--- src/hdl/ipfm_pkg.sv ---
// shared types and constants of the first-match ip rule classifier
`default_nettype none
package ipfm_pkg;

	localparam int ENTRY_COUNT = 64;
	localparam int RULE_COUNT  = 16;
	localparam int SLOT_W      = 6;
	localparam int RULE_W      = 4;
	localparam int KIND_W      = 3;
	localparam int PFX_W       = 8;
	localparam int WORD_W      = 64;
	localparam int V4_W        = 32;
	localparam int V6_W        = 128;

	localparam logic ACT_WRITE  = 1'b0;
	localparam logic ACT_LOOKUP = 1'b1;

	localparam logic SIDE_LOC = 1'b0;
	localparam logic SIDE_REM = 1'b1;

	typedef enum logic [KIND_W-1:0] {
		KIND_EMPTY    = 3'd0,
		KIND_V4_EXACT = 3'd1,
		KIND_V4_PFX   = 3'd2,
		KIND_V4_RANGE = 3'd3,
		KIND_V6_EXACT = 3'd4,
		KIND_V6_PFX   = 3'd5,
		KIND_V6_RANGE = 3'd6
	} kind_t;

	typedef enum logic [1:0] {
		ST_IDLE,
		ST_WALK,
		ST_HOLD
	} fsm_t;

	typedef struct packed {
		logic [RULE_W-1:0] rule;
		logic              side;
		logic [KIND_W-1:0] kind;
		logic [PFX_W-1:0]  prefix;
		logic [WORD_W-1:0] start_hi;
		logic [WORD_W-1:0] start_lo;
		logic [WORD_W-1:0] end_hi;
		logic [WORD_W-1:0] end_lo;
	} entry_t;

	typedef struct packed {
		logic [WORD_W-1:0] loc_hi;
		logic [WORD_W-1:0] loc_lo;
		logic              loc_v6;
		logic [WORD_W-1:0] rem_hi;
		logic [WORD_W-1:0] rem_lo;
		logic              rem_v6;
	} key_t;

	typedef struct packed {
		logic [RULE_COUNT-1:0] loc_hits;
		logic [RULE_COUNT-1:0] rem_hits;
	} hit_t;

endpackage
`default_nettype wire

--- src/hdl/ipfm_cell.sv ---
// one table entry of the chain, matching the key as the walk token passes
`default_nettype none
module ipfm_cell
	import ipfm_pkg::*;
(
	input  wire logic   clk,
	input  wire logic   arst_n,
	input  wire logic   wr_en,
	input  wire entry_t wr_entry,
	input  wire key_t   key,
	input  wire logic   tok_in,
	input  wire hit_t   hit_in,
	output logic        tok_out,
	output hit_t        hit_out
);

	logic [RULE_W-1:0] rule_q;
	logic              side_q;
	logic [KIND_W-1:0] kind_q;
	logic [PFX_W-1:0]  prefix_q;
	logic [V6_W-1:0]   start_q;
	logic [V6_W-1:0]   end_q;
	logic              tok_q;
	hit_t              hit_q;

	logic              is_v6;
	logic [V6_W-1:0]   addr;
	logic [V4_W-1:0]   a4, s4, e4, m4;
	logic [V6_W-1:0]   m6;
	logic              hit;
	logic [RULE_COUNT-1:0] rule_bit;

	always_ff @(posedge clk or negedge arst_n) begin
		if (!arst_n) begin
			rule_q   <= '0;
			side_q   <= 1'b0;
			kind_q   <= KIND_EMPTY;
			prefix_q <= '0;
		end else if (wr_en) begin
			rule_q   <= wr_entry.rule;
			side_q   <= wr_entry.side;
			kind_q   <= wr_entry.kind;
			prefix_q <= wr_entry.prefix;
		end
	end

	// address words have no reset, only read for written entries
	always_ff @(posedge clk) begin
		if (wr_en) begin
			start_q <= {wr_entry.start_hi, wr_entry.start_lo};
			end_q   <= {wr_entry.end_hi, wr_entry.end_lo};
		end
	end

	always_comb begin
		if (side_q == SIDE_LOC) begin
			is_v6 = key.loc_v6;
			addr  = {key.loc_hi, key.loc_lo};
		end else begin
			is_v6 = key.rem_v6;
			addr  = {key.rem_hi, key.rem_lo};
		end
		a4 = addr[V4_W-1:0];
		s4 = start_q[V4_W-1:0];
		e4 = end_q[V4_W-1:0];
		// zero prefix gives an empty mask and so matches all
		if (prefix_q >= PFX_W'(V4_W)) m4 = '1;
		else                         m4 = ~({V4_W{1'b1}} >> prefix_q[4:0]);
		if (prefix_q >= PFX_W'(V6_W)) m6 = '1;
		else                         m6 = ~({V6_W{1'b1}} >> prefix_q[6:0]);
		case (kind_t'(kind_q))
			KIND_V4_EXACT: hit = !is_v6 && (a4 == s4);
			KIND_V4_PFX:   hit = !is_v6 && ((a4 & m4) == (s4 & m4));
			KIND_V4_RANGE: hit = !is_v6 && (a4 >= s4) && (a4 <= e4);
			KIND_V6_EXACT: hit = is_v6 && (addr == start_q);
			KIND_V6_PFX:   hit = is_v6 && ((addr & m6) == (start_q & m6));
			KIND_V6_RANGE: hit = is_v6 && (addr >= start_q) && (addr <= end_q);
			default:       hit = 1'b0;
		endcase
		rule_bit = '0;
		if (hit && tok_in && (int'(rule_q) < RULE_COUNT))
			rule_bit = RULE_COUNT'(1) << rule_q;
	end

	always_ff @(posedge clk or negedge arst_n) begin
		if (!arst_n) tok_q <= 1'b0;
		else         tok_q <= tok_in;
	end

	always_ff @(posedge clk) begin
		hit_q.loc_hits <= hit_in.loc_hits | ((side_q == SIDE_LOC) ? rule_bit : '0);
		hit_q.rem_hits <= hit_in.rem_hits | ((side_q == SIDE_REM) ? rule_bit : '0);
	end

	assign tok_out = tok_q;
	assign hit_out = hit_q;

endmodule
`default_nettype wire

--- config.mk ---
export PLATFORM = sky130hd
export DESIGN_NAME = ipfm_cell
export DESIGN_NICKNAME = d
export VERILOG_FILES = /design/src/hdl/ipfm_pkg.sv /design/src/hdl/ipfm_cell.sv
export SDC_FILE = /design/constraint.sdc
export NUM_CORES = 1
export LEC_CHECK = 0
export BUFFER_PORTS_ARGS = -buffer_cell sky130_fd_sc_hd__buf_2
export CORE_AREA = 2 2 236 238
export CTS_BUF_LIST = sky130_fd_sc_hd__clkbuf_8
export CTS_CLUSTER_DIAMETER = 50
export CTS_CLUSTER_SIZE = 8
export DETAILED_ROUTE_END_ITERATION = 10
export DIE_AREA = 0 0 238 240
export PLACE_DENSITY_LB_ADDON = 0.2
export SYNTH_ARGS = -nofsm -noshare
export SYNTH_HDL_FRONTEND = slang
export SYNTH_SLANG_ARGS = --single-unit
--- constraint.sdc ---
create_clock -name clk -period 4 [get_ports clk]
set_input_delay 0.4 -clock clk [delete_from_list [all_inputs] [get_ports clk]]
set_output_delay 0.4 -clock clk [all_outputs]
set_load 0.02 [all_outputs]
==> reports/metrics.csv <==
stage,metric,value,unit
status,status,finished with violations,
status,violations,negative setup slack,
synthesis,synth.distinct_cells,68,
synthesis,yosys_warnings,0,
cells_and_area,nFillCells,4778,
cells_and_area,register_area,8757,sq um
sta,finalWorstPathRequiredPeriod,4.181,ns
cells_and_area,multi_input_area,11090,sq um
setup_path,worstPathRequired,4.53,ns
routing,via_count,20460,
setup_path,crit_path_max_fanout,8,
sta,rsz0062_at_grt,yes,
synthesis,synth-seq-area-share,41.83,%
cells_and_area,area_growth,45.89,%
sta,hold_viol,0,
placed_design,dp_hpwl,68140,microns
cts,clk_latency,0.63,ns
power,power_per_cell_area,335.9,nW/um^2
floorplanning,die_h,240,microns
cts,cts_num_sinks,305,
placed_design,post-place-ws,-0.3493,ns
synthesis,synth_edf_count,256,
sta,setup_viol,32,
synthesis,synth-seq-cells,305,
cells_and_area,utilization,55.85,%
cts,clockBufferDepth,3,
setup_path,timing.rr.start,side_q$_DFFE_PN0P_,
setup_path,crit_type,register to register,
cells_and_area,nets,3965,
setup_path,cp.arrival,4.71,ns
power,leakagePower,14.19,nW
grt,globalRouteTotalUtil,29.53,%
sta,whs,0.2520,ns
grt,grt_pass1_vias,20960,
floorplanning,die_area,57120,sq um
routing,dr.pass1.iters,5,
synthesis,synth_nets,2885,
cts,cts_tree,built,
floorplanning,initial_utilization,38.28,%
floorplanning,core_area,54660,sq um
cts,clkTransAtPathRegs,0.07,ns
sta,fmax,239.1,MHz
grt,grt_start_max_net_pins,91,
setup_path,crit_path_end,hit_out[15]$_DFF_P_,
setup_path,r2r_slack,-0.18,ns
sta,tightest_slew,1.081,ns
sta,finalSetupTns,-3.427,ns
setup_path,worstSetupStartpointType,register,
routing,drt-vias-per-instance,5.273,
placed_design,portBuffers,598,
setup_path,cp-startpoint,side_q$_DFFE_PN0P_,
power,ir_drop,0.2481,mV
floorplanning,ios,599,
floorplanning,fp.dieW,238,microns
floorplanning,rows,86,
setup_path,critPathCaptureType,register,
routing,drt-initial-drc-count,1335,
sta,finClkSkew,0.01796,ns
synthesis,synthFlopType,edfxtp_1,
placed_design,place.gp.congestion,0.9671,
job,cap_viol_max_count,0,
cts,htree_levels,2,
synthesis,syn-mean-instance-area,10.14,sq um
sta,slew_headroom,27.43,%
power,finalPower,10.25,mW
synthesis,syn_inst,2063,
grt,antenna_found_initial,1,
routing,wl,87320,microns
cts,cts_buffers,52,
setup_path,rr_worst_depth,18,
sta,period_share,104.5,%
cells_and_area,drive_above_1_share,32.58,%
routing,drc_errors,0,
sta,slew_violations,0,
synthesis,ys_async_sr_fraction,5.574,%
routing,drtAntennaViolNets,0,
setup_path,r2r-end,hit_out[15]$_DFF_P_,
cts,cts_root_buffer,clkbuf_8,
grt,overflow,0,
synthesis,synth_area,20920,sq um
routing,drt-wirelength-per-cell,22.51,microns
grt,grt_pass1_wl,125900,microns
worst_hold_path,hp-class,input pin to asynchronous set/reset pin,
sta,setup_slack,-0.1815,ns
## layer usage
metal / vias to the layer above / track usage [%] / wire length (microns)
met1: 9903 / 37.81 / 37250
met5: - / 0 / 0
li1: 9657 / - / -
met2: 763 / 52.01 / 42550
met3: 132 / 4.145 / 5176
met4: 0 / 8.352 / 2350
## what timing repair did
item | 4_1_cts | 5_1_grt
gates resized for setup | 20 | 46
endpoints found under the hold margin | 322 | 0
cloned | 3 | 2
hold buffers | 306 | 0
setup buffers | 6 | 7
pin swaps | 5 | 14
setup endpoints to repair | 32 | 32
## layout by cell type (no fill, tap or decap), drive strengths merged, types with 16 or more instances in the layout
cell type	instances
dlygate4sd3	306
edfxtp	256
mux2i	18
ha	256
a21oi	156
mux2	122
nand2	134
nor3	29
nor2	79
nor4	19
o21ai	87
inv	316
dfxtp	32
o21bai	16
dfrtp	17
buf	779
xnor2	106
a21o	32
clkbuf	57
nand4	73
nand3	53
## critical path, stage by stage, from the launching register on
cell	delay, ns
dfrtp_4	0.49
buf_12	0.16
buf_16	0.15
buf_12	0.15
mux2_4	0.34
ha_4	0.27
nand4_1	0.13
or4_4	0.53
nand3b_1	0.31
nor3_2	0.26
nor3_2	0.06
o21ai_1	0.15
buf_4	0.15
a21o_1	0.08
o2111a_1	0.24
a211oi_4	0.06
buf_12	0.15
buf_16	0.14
o31ai_2	0.24
## power breakdown
part           internal, mW  switching, mW
clock network          1.52           1.36
logic                  1.58           1.94
registers              3.72          0.129
## how the worst min path moves through the flow
stage            from                       to
6_report       arst_n    rule_q[2]$_DFFE_PN0P_
3_5_place_dp   arst_n    rule_q[2]$_DFFE_PN0P_
2_1_floorplan  arst_n    kind_q[0]$_DFFE_PN0P_
5_1_grt        arst_n  prefix_q[2]$_DFFE_PN0P_
3_3_place_gp   arst_n    rule_q[2]$_DFFE_PN0P_
4_1_cts        arst_n    rule_q[2]$_DFFE_PN0P_
## logic make-up (layout without fill, tap and decap cells)
group | count (synthesis) | after routing | synth area share (%)
buffers and inverters | 362 | 1473 | 6.787
AOI/OAI and AO/OA | 416 | 416 | 12.63
and+or+nand+nor | 477 | 477 | 11.53
xor gates and xnor gates | 106 | 106 | 4.437
muxes | 140 | 140 | 7.427
other | 0 | 1 | 0
DFF | 305 | 305 | 41.83
adders and majority gates | 257 | 257 | 15.36
## per-stage QoR
| step | cells | cell area [sq um] |
|---|---|---|
| CTS | 3870 | 30170 |
| detailed placement | 3470 | 25840 |
| floorplan | 2063 | 20930 |
| global placement | 3470 | 25840 |
| finish | 3879 | 30530 |
| global route | 3879 | 30530 |
## area by class of cell
cell class	count	area share (%)
Multi-Input combinational cell	1396	36.33
Inverter	301	3.701
Tap cell	704	2.885
Sequential cell	305	28.69
Antenna cell	1	0.008197
Clock buffer	55	2.480
Timing Repair Buffer	1087	25.10
Clock inverter	30	0.8115
## synth_stat cells, types with 6 or more instances
cell type	count	area share, %
nand4_1	73	2.2
o21a_1	8	0.29
buf_2	7	0.17
o21ai_0	87	2.1
mux2_2	121	6.5
buf_4	6	0.22
a31oi_1	6	0.18
nor3_1	29	0.69
inv_1	301	5.4
o2111ai_1	8	0.33
o31ai_1	14	0.50
o211ai_1	12	0.43
dfrtp_1	17	2.0
nor4_1	19	0.57
and3_1	10	0.30
a221oi_1	13	0.54
xnor2_1	106	4.4
dfxtp_1	32	3.1
or4_1	7	0.25
a211oi_1	9	0.32
or3_1	12	0.36
a21o_1	32	1.1
or3b_2	7	0.29
a21oi_1	155	3.7
o21bai_1	16	0.57
a2111oi_0	9	0.38
nand2b_1	14	0.42
and2_1	6	0.18
nand3_1	53	1.3
nand2_1	133	2.4
nor2_1	79	1.4
and4_1	6	0.25
clkbuf_1	41	0.74
nor3b_1	8	0.29
nor2b_1	6	0.18
ha_1	256	15
edfxtp_1	256	37
mux2i_1	18	0.86
## flip-flops by register name, summed over array words and instances, names as in the netlist
name / count
end_q: 128
start_q: 128
hit_out: 32
prefix_q: 8
rule_q: 4
kind_q: 3
side_q: 1
tok_out: 1
Note: power is estimated with default switching activity, not from simulation.
